$ cat src/trfr_pkg.sv
// ----------------------------------------------------------------------------
// trfr_pkg: shared types and constants of the triangle fan rasterizer
// Field widths, fixed-point sizes, command and status bundles between the
// controller and the datapath, and small helper functions.
// ----------------------------------------------------------------------------
package trfr_pkg;

	// geometry and fixed point
	localparam int MAX_VERTICES_DEF = 8;
	localparam int MAX_DIM          = 1024;
	localparam int FRAC_BITS        = 4;
	localparam int MIN_FACE         = 3;
	localparam int PIXW             = $clog2(MAX_DIM);
	localparam int DIMW             = PIXW + 1;
	localparam int VW               = 16;
	localparam int COLW             = 8;
	localparam int NIBW             = 4;
	localparam int FCOLW            = 3 * NIBW;
	localparam int WORDW            = 16;
	localparam int HALF_PIX         = 2 ** FRAC_BITS;
	localparam int ROUND_UP         = 2 ** FRAC_BITS - 1;

	// datapath word sizes
	localparam int CXW  = PIXW + FRAC_BITS + 1;                 // doubled pixel centre
	localparam int DVW  = VW + 1;                               // doubled vertex
	localparam int DXW  = ((CXW + 1 > DVW) ? CXW + 1 : DVW) + 1; // centre minus vertex
	localparam int LW   = VW + 2;                               // doubled edge delta
	localparam int PW   = DXW + LW;                             // one product
	localparam int EW   = PW + 2;                               // edge function value
	localparam int EDGES     = 3;
	localparam int MUL_TERMS = 2 * EDGES;
	localparam int MSELW     = $clog2(MUL_TERMS);

	// stream packing
	localparam int IN_DATA_W  = ((2 * VW + 3 * COLW + 7) / 8) * 8;
	localparam int OUT_FLDW   = 2 * PIXW + WORDW;
	localparam int OUT_DATA_W = ((OUT_FLDW + 7) / 8) * 8;
	localparam int OUT_PAD    = OUT_DATA_W - OUT_FLDW;
	localparam int IN_USER_W  = 1;
	localparam int OUT_USER_W = 2;

	// configuration registers
	localparam int CFG_IW = 1;
	localparam logic [CFG_IW-1:0] CFG_FRAME_WIDTH  = 1'b0;
	localparam logic [CFG_IW-1:0] CFG_FRAME_HEIGHT = 1'b1;
	localparam logic [DIMW-1:0]   FRAME_W_RST      = DIMW'(384);
	localparam logic [DIMW-1:0]   FRAME_H_RST      = DIMW'(256);

	// input command codes
	localparam logic CMD_LOAD = 1'b0;
	localparam logic CMD_STEP = 1'b1;

	typedef enum logic [1:0] {
		RD_V0,
		RD_PREV,
		RD_CUR
	} rd_sel_t;

	typedef enum logic [1:0] {
		LD_NONE,
		LD_A,
		LD_B,
		LD_C
	} ld_sel_t;

	typedef struct packed {
		logic             capture;
		logic             exec;
		logic             box;
		logic             rd_en;
		rd_sel_t          rd_sel;
		ld_sel_t          ld_sel;
		logic             edge_latch;
		logic             mul_en;
		logic [MSELW-1:0] mul_sel;
	} trfr_cmd_t;

	typedef struct packed {
		logic close_good;
		logic tri_next;
		logic out_free;
	} trfr_sts_t;

	// last valid pixel index for a frame size register (0 acts as 1)
	function automatic logic [PIXW-1:0] frame_limit(input logic [DIMW-1:0] r);
		logic [DIMW-1:0] tmp;
		tmp = r - DIMW'(1);
		if (r == '0) begin
			return '0;
		end else if (r > DIMW'(MAX_DIM)) begin
			return PIXW'(MAX_DIM - 1);
		end
		return tmp[PIXW-1:0];
	endfunction

	// clamp a whole-pixel coordinate into 0 .. lim
	function automatic logic [PIXW-1:0] clamp_pix(input logic signed [VW:0] v,
			input logic [PIXW-1:0] lim);
		logic signed [VW:0] lim_s;
		lim_s = $signed({{(VW + 1 - PIXW){1'b0}}, lim});
		if (v < 0) begin
			return '0;
		end else if (v > lim_s) begin
			return lim;
		end
		return v[PIXW-1:0];
	endfunction

endpackage

$ cat src/trfr_ram.sv
// ----------------------------------------------------------------------------
// trfr_ram: generic single-port-write, registered-read RAM
// One write and one read per cycle; read data appears the cycle after rd_en.
// ----------------------------------------------------------------------------
module trfr_ram #(
	parameter int WIDTH = 32,
	parameter int DEPTH = 8
) (
	input  logic                     clk,
	input  logic                     wr_en,
	input  logic [$clog2(DEPTH)-1:0] wr_addr,
	input  logic [WIDTH-1:0]         wr_data,
	input  logic                     rd_en,
	input  logic [$clog2(DEPTH)-1:0] rd_addr,
	output logic [WIDTH-1:0]         rd_data
);

	logic [WIDTH-1:0] mem [DEPTH];

	// write port and registered read port
	always_ff @(posedge clk) begin
		if (wr_en) begin
			mem[wr_addr] <= wr_data;
		end
		if (rd_en) begin
			rd_data <= mem[rd_addr];
		end
	end

endmodule

$ cat src/trfr_ctrl.sv
// ----------------------------------------------------------------------------
// trfr_ctrl: sequencer of the triangle fan rasterizer
// Takes one item at a time, runs it in the datapath, then walks box setup
// (good close), vertex fetch and edge-function setup for a new fan triangle.
// ----------------------------------------------------------------------------
module trfr_ctrl
	import trfr_pkg::*;
(
	input  logic      clk,
	input  logic      arst_n,
	input  logic      s_tvalid,
	output logic      s_tready,
	input  trfr_sts_t sts,
	output trfr_cmd_t cmd
);

	typedef enum logic [3:0] {
		ST_IDLE,
		ST_EXEC,
		ST_BOX,
		ST_RD_V0,
		ST_RD_PREV,
		ST_RD_CUR,
		ST_LD_CUR,
		ST_EDGE,
		ST_MUL,
		ST_ACC
	} state_t;

	localparam logic [MSELW-1:0] MUL_LAST = MSELW'(MUL_TERMS - 1);

	state_t           state_q;
	logic [MSELW-1:0] term_q;

	// state register and product term counter
	always_ff @(posedge clk or negedge arst_n) begin
		if (!arst_n) begin
			state_q <= ST_IDLE;
			term_q  <= '0;
		end else begin
			case (state_q)
				ST_IDLE: begin
					if (s_tvalid) begin
						state_q <= ST_EXEC;
					end
				end
				ST_EXEC: begin
					if (sts.out_free) begin
						if (sts.close_good) begin
							state_q <= ST_BOX;
						end else if (sts.tri_next) begin
							state_q <= ST_RD_V0;
						end else begin
							state_q <= ST_IDLE;
						end
					end
				end
				ST_BOX:     state_q <= ST_RD_V0;
				ST_RD_V0:   state_q <= ST_RD_PREV;
				ST_RD_PREV: state_q <= ST_RD_CUR;
				ST_RD_CUR:  state_q <= ST_LD_CUR;
				ST_LD_CUR:  state_q <= ST_EDGE;
				ST_EDGE: begin
					state_q <= ST_MUL;
					term_q  <= '0;
				end
				ST_MUL: begin
					if (term_q == MUL_LAST) begin
						state_q <= ST_ACC;
					end else begin
						term_q <= term_q + MSELW'(1);
					end
				end
				ST_ACC:  state_q <= ST_IDLE;
				default: state_q <= ST_IDLE;
			endcase
		end
	end

	assign s_tready = (state_q == ST_IDLE);

	// datapath commands per state
	always_comb begin
		cmd            = '0;
		cmd.rd_sel     = RD_V0;
		cmd.ld_sel     = LD_NONE;
		cmd.capture    = s_tvalid && s_tready;
		cmd.mul_sel    = term_q;
		case (state_q)
			ST_EXEC: cmd.exec = sts.out_free;
			ST_BOX:  cmd.box = 1'b1;
			ST_RD_V0: begin
				cmd.rd_en  = 1'b1;
				cmd.rd_sel = RD_V0;
			end
			ST_RD_PREV: begin
				cmd.rd_en  = 1'b1;
				cmd.rd_sel = RD_PREV;
				cmd.ld_sel = LD_A;
			end
			ST_RD_CUR: begin
				cmd.rd_en  = 1'b1;
				cmd.rd_sel = RD_CUR;
				cmd.ld_sel = LD_B;
			end
			ST_LD_CUR: cmd.ld_sel = LD_C;
			ST_EDGE:   cmd.edge_latch = 1'b1;
			ST_MUL:    cmd.mul_en = 1'b1;
			default: begin
			end
		endcase
	end

endmodule

$ cat src/trfr_dp.sv
// ----------------------------------------------------------------------------
// trfr_dp: datapath of the triangle fan rasterizer
// Vertex RAM, running bounding box, per-triangle edge-function setup on one
// shared multiplier, incremental edge stepping, configuration registers and
// the output register.
// ----------------------------------------------------------------------------
module trfr_dp
	import trfr_pkg::*;
#(
	parameter int MAX_VERTICES = MAX_VERTICES_DEF
) (
	input  logic                  clk,
	input  logic                  arst_n,
	input  trfr_cmd_t             cmd,
	output trfr_sts_t             sts,
	input  logic [IN_DATA_W-1:0]  s_tdata,
	input  logic [IN_USER_W-1:0]  s_tuser,
	input  logic                  s_tlast,
	output logic                  m_tvalid,
	input  logic                  m_tready,
	output logic [OUT_DATA_W-1:0] m_tdata,
	output logic [OUT_USER_W-1:0] m_tuser,
	output logic                  m_tlast,
	input  logic                  cfg_valid,
	output logic                  cfg_ready,
	input  logic [CFG_IW-1:0]     cfg_index,
	input  logic [DIMW-1:0]       cfg_data
);

	localparam int AW   = $clog2(MAX_VERTICES);
	localparam int CNTW = $clog2(MAX_VERTICES + 2);

	// captured item
	logic                 in_cmd_q;
	logic signed [VW-1:0] in_x_q, in_y_q;
	logic [COLW-1:0]      in_r_q, in_g_q, in_b_q;
	logic                 in_last_q;

	// face state
	logic [DIMW-1:0]      frame_w_q, frame_h_q;
	logic [CNTW-1:0]      count_q, fan_q;
	logic                 collecting_q, bad_q, active_q;
	logic [FCOLW-1:0]     face_color_q;
	logic signed [VW-1:0] mnx_q, mny_q, mxx_q, mxy_q;
	logic [PIXW-1:0]      box_min_x_q, box_min_y_q, box_max_x_q, box_max_y_q;
	logic [PIXW-1:0]      scan_x_q, scan_y_q;

	// current triangle
	logic [2*VW-1:0]       va_q, vb_q, vc_q;
	logic signed [LW-1:0]  lx_q [EDGES];
	logic signed [LW-1:0]  ly_q [EDGES];
	logic signed [DXW-1:0] dx0_q [EDGES];
	logic signed [DXW-1:0] dy0_q [EDGES];
	logic signed [EW-1:0]  e_row_q [EDGES];
	logic signed [EW-1:0]  e_pix_q [EDGES];
	logic signed [PW-1:0]  prod_s1;
	logic [MSELW-1:0]      sel_s1;
	logic                  vld_s1;

	// output register
	logic                 out_valid_q;
	logic [PIXW-1:0]      out_x_q, out_y_q;
	logic [WORDW-1:0]     out_word_q;
	logic                 out_cov_q, out_done_q, out_bad_q;

	// RAM
	logic [AW-1:0]        rd_addr;
	logic [2*VW-1:0]      rd_data;
	logic [CNTW-1:0]      fan_m1;

	// load logic
	logic [CNTW-1:0]      eff_count, new_count;
	logic                 store_ok, face_bad, closing;

	// step logic
	logic                 is_step, x_more, y_more, last_tri, cov;
	logic [CNTW-1:0]      fan_next;
	logic                 e_neg [EDGES];
	logic                 e_zero [EDGES];
	logic signed [EW-1:0] step_x [EDGES];
	logic signed [EW-1:0] step_y [EDGES];

	// box logic
	logic signed [VW:0]   sx_mnx, sx_mny, sum_mxx, sum_mxy;
	logic signed [VW:0]   fl_x, fl_y, cl_x, cl_y;
	logic [PIXW-1:0]      lim_x, lim_y, bmin_x, bmin_y, bmax_x, bmax_y;

	// setup logic
	logic [2*VW-1:0]       edge_a [EDGES];
	logic [2*VW-1:0]       edge_b [EDGES];
	logic [CXW-1:0]        cx0, cy0;
	logic signed [DXW-1:0] mul_a;
	logic signed [LW-1:0]  mul_b;
	logic signed [EW-1:0]  prod_ext;

	// result of the item being executed
	logic [PIXW-1:0]       o_x, o_y;
	logic [WORDW-1:0]      o_word;
	logic                  o_cov, o_done, o_bad;

	assign cfg_ready = 1'b1;

	// vertex store
	assign fan_m1 = fan_q - CNTW'(1);
	always_comb begin
		case (cmd.rd_sel)
			RD_V0:   rd_addr = '0;
			RD_PREV: rd_addr = fan_m1[AW-1:0];
			RD_CUR:  rd_addr = fan_q[AW-1:0];
			default: rd_addr = '0;
		endcase
	end

	trfr_ram #(
		.WIDTH(2 * VW),
		.DEPTH(MAX_VERTICES)
	) u_vram (
		.clk    (clk),
		.wr_en  (cmd.exec && !in_cmd_q && store_ok),
		.wr_addr(eff_count[AW-1:0]),
		.wr_data({in_x_q, in_y_q}),
		.rd_en  (cmd.rd_en),
		.rd_addr(rd_addr),
		.rd_data(rd_data)
	);

	// vertex counting on load
	always_comb begin
		eff_count = collecting_q ? count_q : '0;
		store_ok  = eff_count < CNTW'(MAX_VERTICES);
		new_count = (eff_count <= CNTW'(MAX_VERTICES)) ? eff_count + CNTW'(1) : eff_count;
		face_bad  = (new_count < CNTW'(MIN_FACE)) || (new_count > CNTW'(MAX_VERTICES));
		closing   = !in_cmd_q && in_last_q;
	end

	// pixel stepping and coverage
	always_comb begin
		is_step  = (in_cmd_q == CMD_STEP);
		x_more   = scan_x_q < box_max_x_q;
		y_more   = scan_y_q < box_max_y_q;
		fan_next = fan_q + CNTW'(1);
		last_tri = fan_next >= count_q;
		for (int e = 0; e < EDGES; e++) begin
			e_neg[e]  = e_pix_q[e][EW-1];
			e_zero[e] = (e_pix_q[e] == '0);
			step_x[e] = $signed({{(EW - LW){ly_q[e][LW-1]}}, ly_q[e]}) <<< (FRAC_BITS + 1);
			step_y[e] = $signed({{(EW - LW){lx_q[e][LW-1]}}, lx_q[e]}) <<< (FRAC_BITS + 1);
		end
		cov = (e_neg[0] == e_neg[1]) && (e_neg[1] == e_neg[2]) &&
			(e_zero[0] == e_zero[1]) && (e_zero[1] == e_zero[2]);
	end

	// status to the controller
	assign sts.close_good = closing && !face_bad;
	assign sts.tri_next   = is_step && active_q && !x_more && !y_more && !last_tri;
	assign sts.out_free   = !out_valid_q || m_tready;

	// result fields
	always_comb begin
		o_x    = '0;
		o_y    = '0;
		o_word = '0;
		o_cov  = 1'b0;
		o_done = 1'b1;
		o_bad  = bad_q;
		if (!is_step) begin
			if (closing) begin
				o_bad = face_bad;
			end
		end else if (active_q) begin
			o_x    = scan_x_q;
			o_y    = scan_y_q;
			o_word = {face_color_q, {(WORDW - FCOLW){1'b0}}};
			o_cov  = cov;
			o_done = !x_more && !y_more && last_tri;
		end
	end

	// bounding box: floor minimum, ceil maximum, clamp into the frame
	always_comb begin
		sx_mnx  = {mnx_q[VW-1], mnx_q};
		sx_mny  = {mny_q[VW-1], mny_q};
		sum_mxx = $signed({mxx_q[VW-1], mxx_q}) + $signed((VW + 1)'(ROUND_UP));
		sum_mxy = $signed({mxy_q[VW-1], mxy_q}) + $signed((VW + 1)'(ROUND_UP));
		fl_x    = sx_mnx >>> FRAC_BITS;
		fl_y    = sx_mny >>> FRAC_BITS;
		cl_x    = sum_mxx >>> FRAC_BITS;
		cl_y    = sum_mxy >>> FRAC_BITS;
		lim_x   = frame_limit(frame_w_q);
		lim_y   = frame_limit(frame_h_q);
		bmin_x  = clamp_pix(fl_x, lim_x);
		bmin_y  = clamp_pix(fl_y, lim_y);
		bmax_x  = clamp_pix(cl_x, lim_x);
		bmax_y  = clamp_pix(cl_y, lim_y);
		if (bmax_x < bmin_x) begin
			bmax_x = bmin_x;
		end
		if (bmax_y < bmin_y) begin
			bmax_y = bmin_y;
		end
	end

	// edge setup operands: edges v0->vk-1, vk-1->vk, vk->v0
	always_comb begin
		edge_a[0] = va_q;
		edge_b[0] = vb_q;
		edge_a[1] = vb_q;
		edge_b[1] = vc_q;
		edge_a[2] = vc_q;
		edge_b[2] = va_q;
		cx0 = (CXW'(box_min_x_q) << (FRAC_BITS + 1)) + CXW'(HALF_PIX);
		cy0 = (CXW'(box_min_y_q) << (FRAC_BITS + 1)) + CXW'(HALF_PIX);
		mul_a = '0;
		mul_b = '0;
		for (int e = 0; e < EDGES; e++) begin
			if (cmd.mul_sel[MSELW-1:1] == (MSELW - 1)'(e)) begin
				mul_a = cmd.mul_sel[0] ? dy0_q[e] : dx0_q[e];
				mul_b = cmd.mul_sel[0] ? lx_q[e] : ly_q[e];
			end
		end
		prod_ext = $signed({{(EW - PW){prod_s1[PW-1]}}, prod_s1});
	end

	// configuration and face control state
	always_ff @(posedge clk or negedge arst_n) begin
		if (!arst_n) begin
			frame_w_q    <= FRAME_W_RST;
			frame_h_q    <= FRAME_H_RST;
			count_q      <= '0;
			fan_q        <= CNTW'(2);
			collecting_q <= 1'b0;
			bad_q        <= 1'b0;
			active_q     <= 1'b0;
			face_color_q <= '0;
			box_min_x_q  <= '0;
			box_min_y_q  <= '0;
			box_max_x_q  <= '0;
			box_max_y_q  <= '0;
			scan_x_q     <= '0;
			scan_y_q     <= '0;
			out_valid_q  <= 1'b0;
			vld_s1       <= 1'b0;
		end else begin
			if (cfg_valid) begin
				case (cfg_index)
					CFG_FRAME_WIDTH:  frame_w_q <= cfg_data;
					CFG_FRAME_HEIGHT: frame_h_q <= cfg_data;
					default: begin
					end
				endcase
			end
			vld_s1 <= cmd.mul_en;
			if (cmd.exec) begin
				out_valid_q <= 1'b1;
			end else if (m_tready) begin
				out_valid_q <= 1'b0;
			end
			if (cmd.exec && !is_step) begin
				if (!collecting_q) begin
					collecting_q <= 1'b1;
					active_q     <= 1'b0;
					face_color_q <= {in_r_q[NIBW-1:0], in_g_q[NIBW-1:0], in_b_q[NIBW-1:0]};
				end
				count_q <= new_count;
				if (in_last_q) begin
					collecting_q <= 1'b0;
					bad_q        <= face_bad;
					active_q     <= 1'b0;
				end
			end else if (cmd.exec && active_q) begin
				if (x_more) begin
					scan_x_q <= scan_x_q + PIXW'(1);
				end else begin
					scan_x_q <= box_min_x_q;
					if (y_more) begin
						scan_y_q <= scan_y_q + PIXW'(1);
					end else begin
						scan_y_q <= box_min_y_q;
						if (last_tri) begin
							active_q <= 1'b0;
							fan_q    <= CNTW'(2);
						end else begin
							fan_q <= fan_next;
						end
					end
				end
			end
			if (cmd.box) begin
				box_min_x_q <= bmin_x;
				box_min_y_q <= bmin_y;
				box_max_x_q <= bmax_x;
				box_max_y_q <= bmax_y;
				scan_x_q    <= bmin_x;
				scan_y_q    <= bmin_y;
				fan_q       <= CNTW'(2);
				active_q    <= 1'b1;
			end
		end
	end

	// payload: captured item, running extremes, vertices, edge functions, output
	always_ff @(posedge clk) begin
		if (cmd.capture) begin
			in_cmd_q  <= s_tuser[0];
			in_x_q    <= s_tdata[VW-1:0];
			in_y_q    <= s_tdata[2*VW-1:VW];
			in_r_q    <= s_tdata[2*VW+COLW-1:2*VW];
			in_g_q    <= s_tdata[2*VW+2*COLW-1:2*VW+COLW];
			in_b_q    <= s_tdata[2*VW+3*COLW-1:2*VW+2*COLW];
			in_last_q <= s_tlast;
		end
		if (cmd.exec && !is_step && store_ok) begin
			if (eff_count == '0) begin
				mnx_q <= in_x_q;
				mxx_q <= in_x_q;
				mny_q <= in_y_q;
				mxy_q <= in_y_q;
			end else begin
				if (in_x_q < mnx_q) mnx_q <= in_x_q;
				if (in_x_q > mxx_q) mxx_q <= in_x_q;
				if (in_y_q < mny_q) mny_q <= in_y_q;
				if (in_y_q > mxy_q) mxy_q <= in_y_q;
			end
		end
		case (cmd.ld_sel)
			LD_A:    va_q <= rd_data;
			LD_B:    vb_q <= rd_data;
			LD_C:    vc_q <= rd_data;
			default: begin
			end
		endcase
		if (cmd.edge_latch) begin
			for (int e = 0; e < EDGES; e++) begin
				lx_q[e]  <= $signed({($signed({edge_b[e][2*VW-1], edge_b[e][2*VW-1:VW]}) -
					$signed({edge_a[e][2*VW-1], edge_a[e][2*VW-1:VW]})), 1'b0});
				ly_q[e]  <= $signed({($signed({edge_b[e][VW-1], edge_b[e][VW-1:0]}) -
					$signed({edge_a[e][VW-1], edge_a[e][VW-1:0]})), 1'b0});
				dx0_q[e] <= $signed({{(DXW - CXW){1'b0}}, cx0}) -
					$signed({{(DXW - VW - 1){edge_a[e][2*VW-1]}}, edge_a[e][2*VW-1:VW], 1'b0});
				dy0_q[e] <= $signed({{(DXW - CXW){1'b0}}, cy0}) -
					$signed({{(DXW - VW - 1){edge_a[e][VW-1]}}, edge_a[e][VW-1:0], 1'b0});
			end
		end
		// shared multiplier, one product term per cycle
		if (cmd.mul_en) begin
			prod_s1 <= mul_a * mul_b;
			sel_s1  <= cmd.mul_sel;
		end
		// accumulate E = (cy - ay) * lx - (cx - ax) * ly at the box corner
		if (vld_s1) begin
			for (int e = 0; e < EDGES; e++) begin
				if (sel_s1[MSELW-1:1] == (MSELW - 1)'(e)) begin
					if (!sel_s1[0]) begin
						e_row_q[e] <= -prod_ext;
						e_pix_q[e] <= -prod_ext;
					end else begin
						e_row_q[e] <= e_row_q[e] + prod_ext;
						e_pix_q[e] <= e_row_q[e] + prod_ext;
					end
				end
			end
		end else if (cmd.exec && is_step && active_q) begin
			for (int e = 0; e < EDGES; e++) begin
				if (x_more) begin
					e_pix_q[e] <= e_pix_q[e] - step_x[e];
				end else if (y_more) begin
					e_row_q[e] <= e_row_q[e] + step_y[e];
					e_pix_q[e] <= e_row_q[e] + step_y[e];
				end
			end
		end
		if (cmd.exec) begin
			out_x_q    <= o_x;
			out_y_q    <= o_y;
			out_word_q <= o_word;
			out_cov_q  <= o_cov;
			out_done_q <= o_done;
			out_bad_q  <= o_bad;
		end
	end

	assign m_tvalid = out_valid_q;
	assign m_tdata  = {{OUT_PAD{1'b0}}, out_word_q, out_y_q, out_x_q};
	assign m_tuser  = {out_bad_q, out_cov_q};
	assign m_tlast  = out_done_q;

endmodule

$ cat src/triangle_fan_rasterizer_unit.sv
// ----------------------------------------------------------------------------
// triangle_fan_rasterizer_unit: half-space triangle fan rasterizer
// Collects a convex face of up to MAX_VERTICES vertices, then visits one
// bounding-box pixel per step beat and flags pixel-centre coverage.
//
//   channel  dir  handshake            payload
//   s_*      in   s_tvalid/s_tready    tdata: vertex_x, vertex_y, red, green, blue
//                                      tuser: command   tlast: last_vertex
//   m_*      out  m_tvalid/m_tready    tdata: pixel_x, pixel_y, pixel_word
//                                      tuser: covered, bad_face   tlast: face_done
//   cfg_*    in   cfg_valid/cfg_ready  cfg_index, cfg_data (frame width/height)
//
// Every input beat passes through capture and execute and gives one output beat.
// A step that ends a fan triangle other than the last is followed by setup of
// the next one (3 vertex RAM reads, last vertex load, edge latch, 6 terms on the
// one shared multiplier, accumulate); a load that closes a good face is followed
// by the box clamp and the same setup.
// Reset is asynchronous; the vertex RAM is not cleared and needs no sweep.
// One result may sit in the output register while the next beat is taken;
// that beat then waits in execute until the output register drains.
// ----------------------------------------------------------------------------
module triangle_fan_rasterizer_unit
	import trfr_pkg::*;
#(
	parameter int MAX_VERTICES = MAX_VERTICES_DEF
) (
	input  logic                  clk,
	input  logic                  arst_n,
	input  logic                  s_tvalid,
	output logic                  s_tready,
	input  logic [IN_DATA_W-1:0]  s_tdata,   // vertex_x, vertex_y, color_red, color_green, color_blue
	input  logic [IN_USER_W-1:0]  s_tuser,   // command
	input  logic                  s_tlast,
	output logic                  m_tvalid,
	input  logic                  m_tready,
	output logic [OUT_DATA_W-1:0] m_tdata,   // pixel_x, pixel_y, pixel_word, zero pad
	output logic [OUT_USER_W-1:0] m_tuser,   // covered, bad_face
	output logic                  m_tlast,
	input  logic                  cfg_valid,
	output logic                  cfg_ready,
	input  logic [CFG_IW-1:0]     cfg_index,
	input  logic [DIMW-1:0]       cfg_data
);

	trfr_cmd_t cmd;
	trfr_sts_t sts;

	trfr_ctrl u_ctrl (
		.clk     (clk),
		.arst_n  (arst_n),
		.s_tvalid(s_tvalid),
		.s_tready(s_tready),
		.sts     (sts),
		.cmd     (cmd)
	);

	trfr_dp #(
		.MAX_VERTICES(MAX_VERTICES)
	) u_dp (
		.clk      (clk),
		.arst_n   (arst_n),
		.cmd      (cmd),
		.sts      (sts),
		.s_tdata  (s_tdata),
		.s_tuser  (s_tuser),
		.s_tlast  (s_tlast),
		.m_tvalid (m_tvalid),
		.m_tready (m_tready),
		.m_tdata  (m_tdata),
		.m_tuser  (m_tuser),
		.m_tlast  (m_tlast),
		.cfg_valid(cfg_valid),
		.cfg_ready(cfg_ready),
		.cfg_index(cfg_index),
		.cfg_data (cfg_data)
	);

endmodule
$ cat config.mk
export PLATFORM = sky130hd
export DESIGN_NAME = triangle_fan_rasterizer_unit
export DESIGN_NICKNAME = d
export VERILOG_FILES = /design/src/trfr_pkg.sv /design/src/trfr_ram.sv /design/src/trfr_ctrl.sv /design/src/trfr_dp.sv /design/src/triangle_fan_rasterizer_unit.sv
export SDC_FILE = /design/constraint.sdc
export NUM_CORES = 2
export LEC_CHECK = 0
export BUFFER_PORTS_ARGS = -buffer_cell sky130_fd_sc_hd__buf_2
export CAP_MARGIN = 20
export CELL_PAD_IN_SITES_DETAIL_PLACEMENT = 0
export CELL_PAD_IN_SITES_GLOBAL_PLACEMENT = 2
export CORE_UTILIZATION = 47
export CTS_CLUSTER_SIZE = 24
export DETAILED_ROUTE_END_ITERATION = 8
export PLACE_DENSITY_LB_ADDON = 0.12
export SLEW_MARGIN = 20
export SYNTH_ARGS = -nofsm -noshare
export SYNTH_HDL_FRONTEND = slang
export SYNTH_HIERARCHICAL = 1
export SYNTH_SLANG_ARGS = --single-unit
$ cat constraint.sdc
create_clock -name clk -period 12.4 [get_ports clk]
set_input_delay 1.24 -clock clk [delete_from_list [all_inputs] [get_ports clk]]
set_output_delay 1.24 -clock clk [all_outputs]
set_load 0.02 [all_outputs]
==> impl_summary.log <==
[metrics] final clock skew: 0.0391 ns
[metrics] share of flip-flops with an asynchronous set or reset: 10.3%
[metrics] worst endpoint required time: 12.90 ns
[metrics] detail-routed via count per cell: 5.86
[metrics] die footprint: 0.175 mm2
[metrics] Worst Setup Start Kind: flop
[metrics] layout-stage area growth over the synthesis result: 9.53%
[metrics] final worst path period need: 9.65 ns
[metrics] maximum number of pins on one net before global-route repair: 91
[metrics] final routed wirelength across all metal layers: 260 mm
[metrics] Final HPWL DP: 202 mm
[metrics] actual transition at the worst max-transition pin: 1.21 ns
[metrics] Unique masters post-synth: 105
[metrics] synth warn: 6
[metrics] Post-CTS Setup Bufs: 0
[metrics] CTS tree: yes
[metrics] prevailing post-synth register cell: sky130_fd_sc_hd__edfxtp_1
[metrics] Reg clk slew, reported paths: 0.06 ns
[metrics] CORE AREA: 0.172 mm2
[metrics] Setup CP Type: reg -> reg
[metrics] biggest fanout along the worst timing path: 50
[metrics] Residual DRC: 0
[metrics] top library cells by usage in the layout, fill and taps aside: 998 x sky130_fd_sc_hd__edfxtp_1, 801 x sky130_fd_sc_hd__inv_1, 714 x sky130_fd_sc_hd__ha_1
[metrics] die outline width: 419 um
[metrics] Initial DRC Count: 4760
[metrics] pre-CTS setup slack: 2.77 ns
[metrics] area of the mapped netlist: 0.0816 mm2
[metrics] post-cts repair resize count: 0
[metrics] run status: complete, no violations
[metrics] number of synthesized flops with an enable pin: 998
[metrics] ratio of final minimum period to clock period: 77.8%
[metrics] die span in y: 419 um
[metrics] final hold vios: 0
[metrics] type of the most critical hold path: in -> async
[metrics] via count of the first global-routing pass: 60277
[metrics] fraction of layout cells with a size suffix above 1: 7.92%
[metrics] setup repair after global routing missed its margin: no
[metrics] most common cell after layout, fill and taps aside: sky130_fd_sc_hd__edfxtp_1
[metrics] routed wirelength normalized by instance count: 25.1 um
[metrics] worst setup slack after layout: 2.75 ns
[metrics] cell at the root of the clock tree: sky130_fd_sc_hd__clkbuf_16
[metrics] ports placed on the boundary: 121
[metrics] final-report max-slew violation count: 0
[metrics] Slew headroom: 19.1%
[metrics] Seq cells post-synth: 1112
[metrics] Finish-stage setup viols: 0
[metrics] IO Port Bufs: 99
[metrics] remaining number of nets flagged by the antenna check after routing: 0
[metrics] Fmax: 104 MHz
[metrics] Final Util: 52.0%
[metrics] largest buffer count on any clock path: 3
[metrics] insertion delay to the later sink of the worst-skew pair: 0.80 ns
[metrics] # Max-Cap Violations: 0
[metrics] effective utilization at floorplan: 47.5%
[metrics] number of nets at the end of the flow: 9047
[metrics] antenna violations before repair: 10
[metrics] average instance area after synthesis: 10.4 um2
[metrics] hold bufs inserted after CTS: 0
[metrics] first-pass GRT wire length: 384 mm
[metrics] share of the yosys chip area belonging to registers: 40.2%
[metrics] num rows: 152
[metrics] worst slack on hold paths: 0.422 ns
[metrics] via count of the routed design: 60679
[metrics] post-synthesis cell count: 7819
[metrics] Critical Path AT: 10.15 ns
[metrics] total CTS buffers: 130
[metrics] depth of the CTS H-tree: 4
[metrics] final global-route overflow total: 0
[metrics] number of cells on the worst reg-to-reg path: 25
[metrics] GRT Util Overall: 29.6%
[metrics] first drt pass iteration count: 6
[metrics] Critical Path End Type: flop
[metrics] routability congestion estimate from global placement: 0.958
[metrics] summed negative setup slack over all endpoints: 0 ns
[metrics] total number of clock tree sinks: 1112
## layer usage
metal | wire length [um] | global-route usage, % | part of all wire (%)
met1 | 112000 | 39.2 | 43
met2 | 124000 | 50.1 | 48
met3 | 14800 | 3.91 | 5.7
met4 | 9050 | 9.87 | 3.5
met5 | 41 | 0 | 0.016
## registers in the layout, indices dropped and copies added (netlist names), 34 cells and up
signal           cells
u_dp/u_vram/mem    256
u_dp/e_pix_q       114
u_dp/e_row_q       114
u_dp/dx0_q          51
u_dp/dy0_q          51
u_dp/lx_q           51
u_dp/ly_q           51
u_dp/prod_s1        34
## cell families after synthesis
family | Yosys count | synth area share, %
other | 2 | 0.00921
adder cells (fa/ha/maj) | 1028 | 18.6
multiplexers | 278 | 4.97
flip-flops | 1112 | 40.2
buffers and inverters | 1024 | 4.88
AO/OA/AOI/OAI | 1846 | 14.3
XOR/XNOR | 477 | 5.12
AND/OR/NAND/NOR | 2052 | 11.8
## critical path, stage by stage (launching register included)
cell and delay, ns:
sky130_fd_sc_hd__dfrtp_4 1.00, sky130_fd_sc_hd__buf_4 0.69, sky130_fd_sc_hd__mux4_2 0.62, sky130_fd_sc_hd__a21oi_1 0.86, sky130_fd_sc_hd__nor2_1 0.13, sky130_fd_sc_hd__fa_1 0.55
sky130_fd_sc_hd__inv_1 0.07, sky130_fd_sc_hd__fa_1 0.51, sky130_fd_sc_hd__fa_1 0.52, sky130_fd_sc_hd__inv_1 0.05, sky130_fd_sc_hd__fa_1 0.51, sky130_fd_sc_hd__fa_1 0.51
sky130_fd_sc_hd__inv_1 0.05, sky130_fd_sc_hd__fa_1 0.47, sky130_fd_sc_hd__inv_1 0.06, sky130_fd_sc_hd__ha_1 0.35, sky130_fd_sc_hd__a21o_1 0.19, sky130_fd_sc_hd__a21oi_1 0.15
sky130_fd_sc_hd__nor2_1 0.06, sky130_fd_sc_hd__a311o_1 0.40, sky130_fd_sc_hd__a41o_1 0.32, sky130_fd_sc_hd__a311oi_2 0.43, sky130_fd_sc_hd__o211ai_1 0.16, sky130_fd_sc_hd__a211o_1 0.32
sky130_fd_sc_hd__a21oi_1 0.18, sky130_fd_sc_hd__xnor2_1 0.10
## path summary, 6_finish.rpt
| kind | from | endpoint | slack, ns |
|---|---|---|---|
| max in group asynchronous | arst_n | u_dp/frame_h_q[2]$_DFFE_PN0P_ | 10.66 |
| hold / removal | arst_n | u_dp/face_color_q[3]$_DFFE_PN0P_ | 0.42 |
| setup reg to reg | u_ctrl/term_q[0]$_DFFE_PN0P_ | u_dp/prod_s1[35]$_DFFE_PP_ | 2.75 |
| hold reg to reg | u_dp/u_vram/rd_data[30]$_DFFE_PP_ | u_dp/va_q[30]$_DFFE_PN_ | 0.47 |
| setup / recovery | u_ctrl/term_q[0]$_DFFE_PN0P_ | u_dp/prod_s1[35]$_DFFE_PP_ | 2.75 |
| min in group clk | u_dp/u_vram/rd_data[30]$_DFFE_PP_ | u_dp/va_q[30]$_DFFE_PN_ | 0.47 |
## per-stage QoR
stage               cells  cell area (um2)
CTS                 10354            89300
finish              10359            89400
detailed placement  10124            85100
global route        10355            89300
floorplan            7826            81600
global placement    10123            85000
## synth_stat cells (37+ instances only)
master                     count  area (um2)
sky130_fd_sc_hd__a211oi_1     94         706
sky130_fd_sc_hd__a21boi_0     43         323
sky130_fd_sc_hd__a21o_1      185        1390
sky130_fd_sc_hd__a21oi_1     555        2780
sky130_fd_sc_hd__a31oi_1      45         282
sky130_fd_sc_hd__and3_1       87         544
sky130_fd_sc_hd__clkbuf_1    157         589
sky130_fd_sc_hd__dfrtp_1     110        2750
sky130_fd_sc_hd__edfxtp_1    998       30000
sky130_fd_sc_hd__fa_1        311        6230
sky130_fd_sc_hd__ha_1        714        8930
sky130_fd_sc_hd__inv_1       802        3010
sky130_fd_sc_hd__mux2_2       86         968
sky130_fd_sc_hd__mux2i_1     111        1110
sky130_fd_sc_hd__mux4_1       40        1050
sky130_fd_sc_hd__mux4_2       41         923
sky130_fd_sc_hd__nand2_1     540        2030
sky130_fd_sc_hd__nand2b_1    117         732
sky130_fd_sc_hd__nand3_1     126         631
sky130_fd_sc_hd__nand4_1      61         382
sky130_fd_sc_hd__nor2_1      686        2570
sky130_fd_sc_hd__nor2b_1      86         538
sky130_fd_sc_hd__nor3_1      119         596
sky130_fd_sc_hd__nor4_1       41         257
sky130_fd_sc_hd__o21a_1       75         563
sky130_fd_sc_hd__o21ai_0     441        2210
sky130_fd_sc_hd__o21bai_1     37         278
sky130_fd_sc_hd__o221ai_1     41         359
sky130_fd_sc_hd__or3_1        58         363
sky130_fd_sc_hd__xnor2_1     346        3030
sky130_fd_sc_hd__xor2_1      131        1150
## area by class of cell
cell class                      count  area, um2
Clock inverter                     71        853
Inverter                          802       3020
Sequential cell                  1112      32800
Antenna cell                        4       10.0
Timing Repair Buffer              211       1360
Fill cell                       15500      82600
Multi-Input combinational cell   5690      45000
Clock buffer                      159       3400
Tap cell                         2310       2890
Power is not shown: default switching activity piles up to over one toggle a cycle in this logic, so the estimate is an artifact.
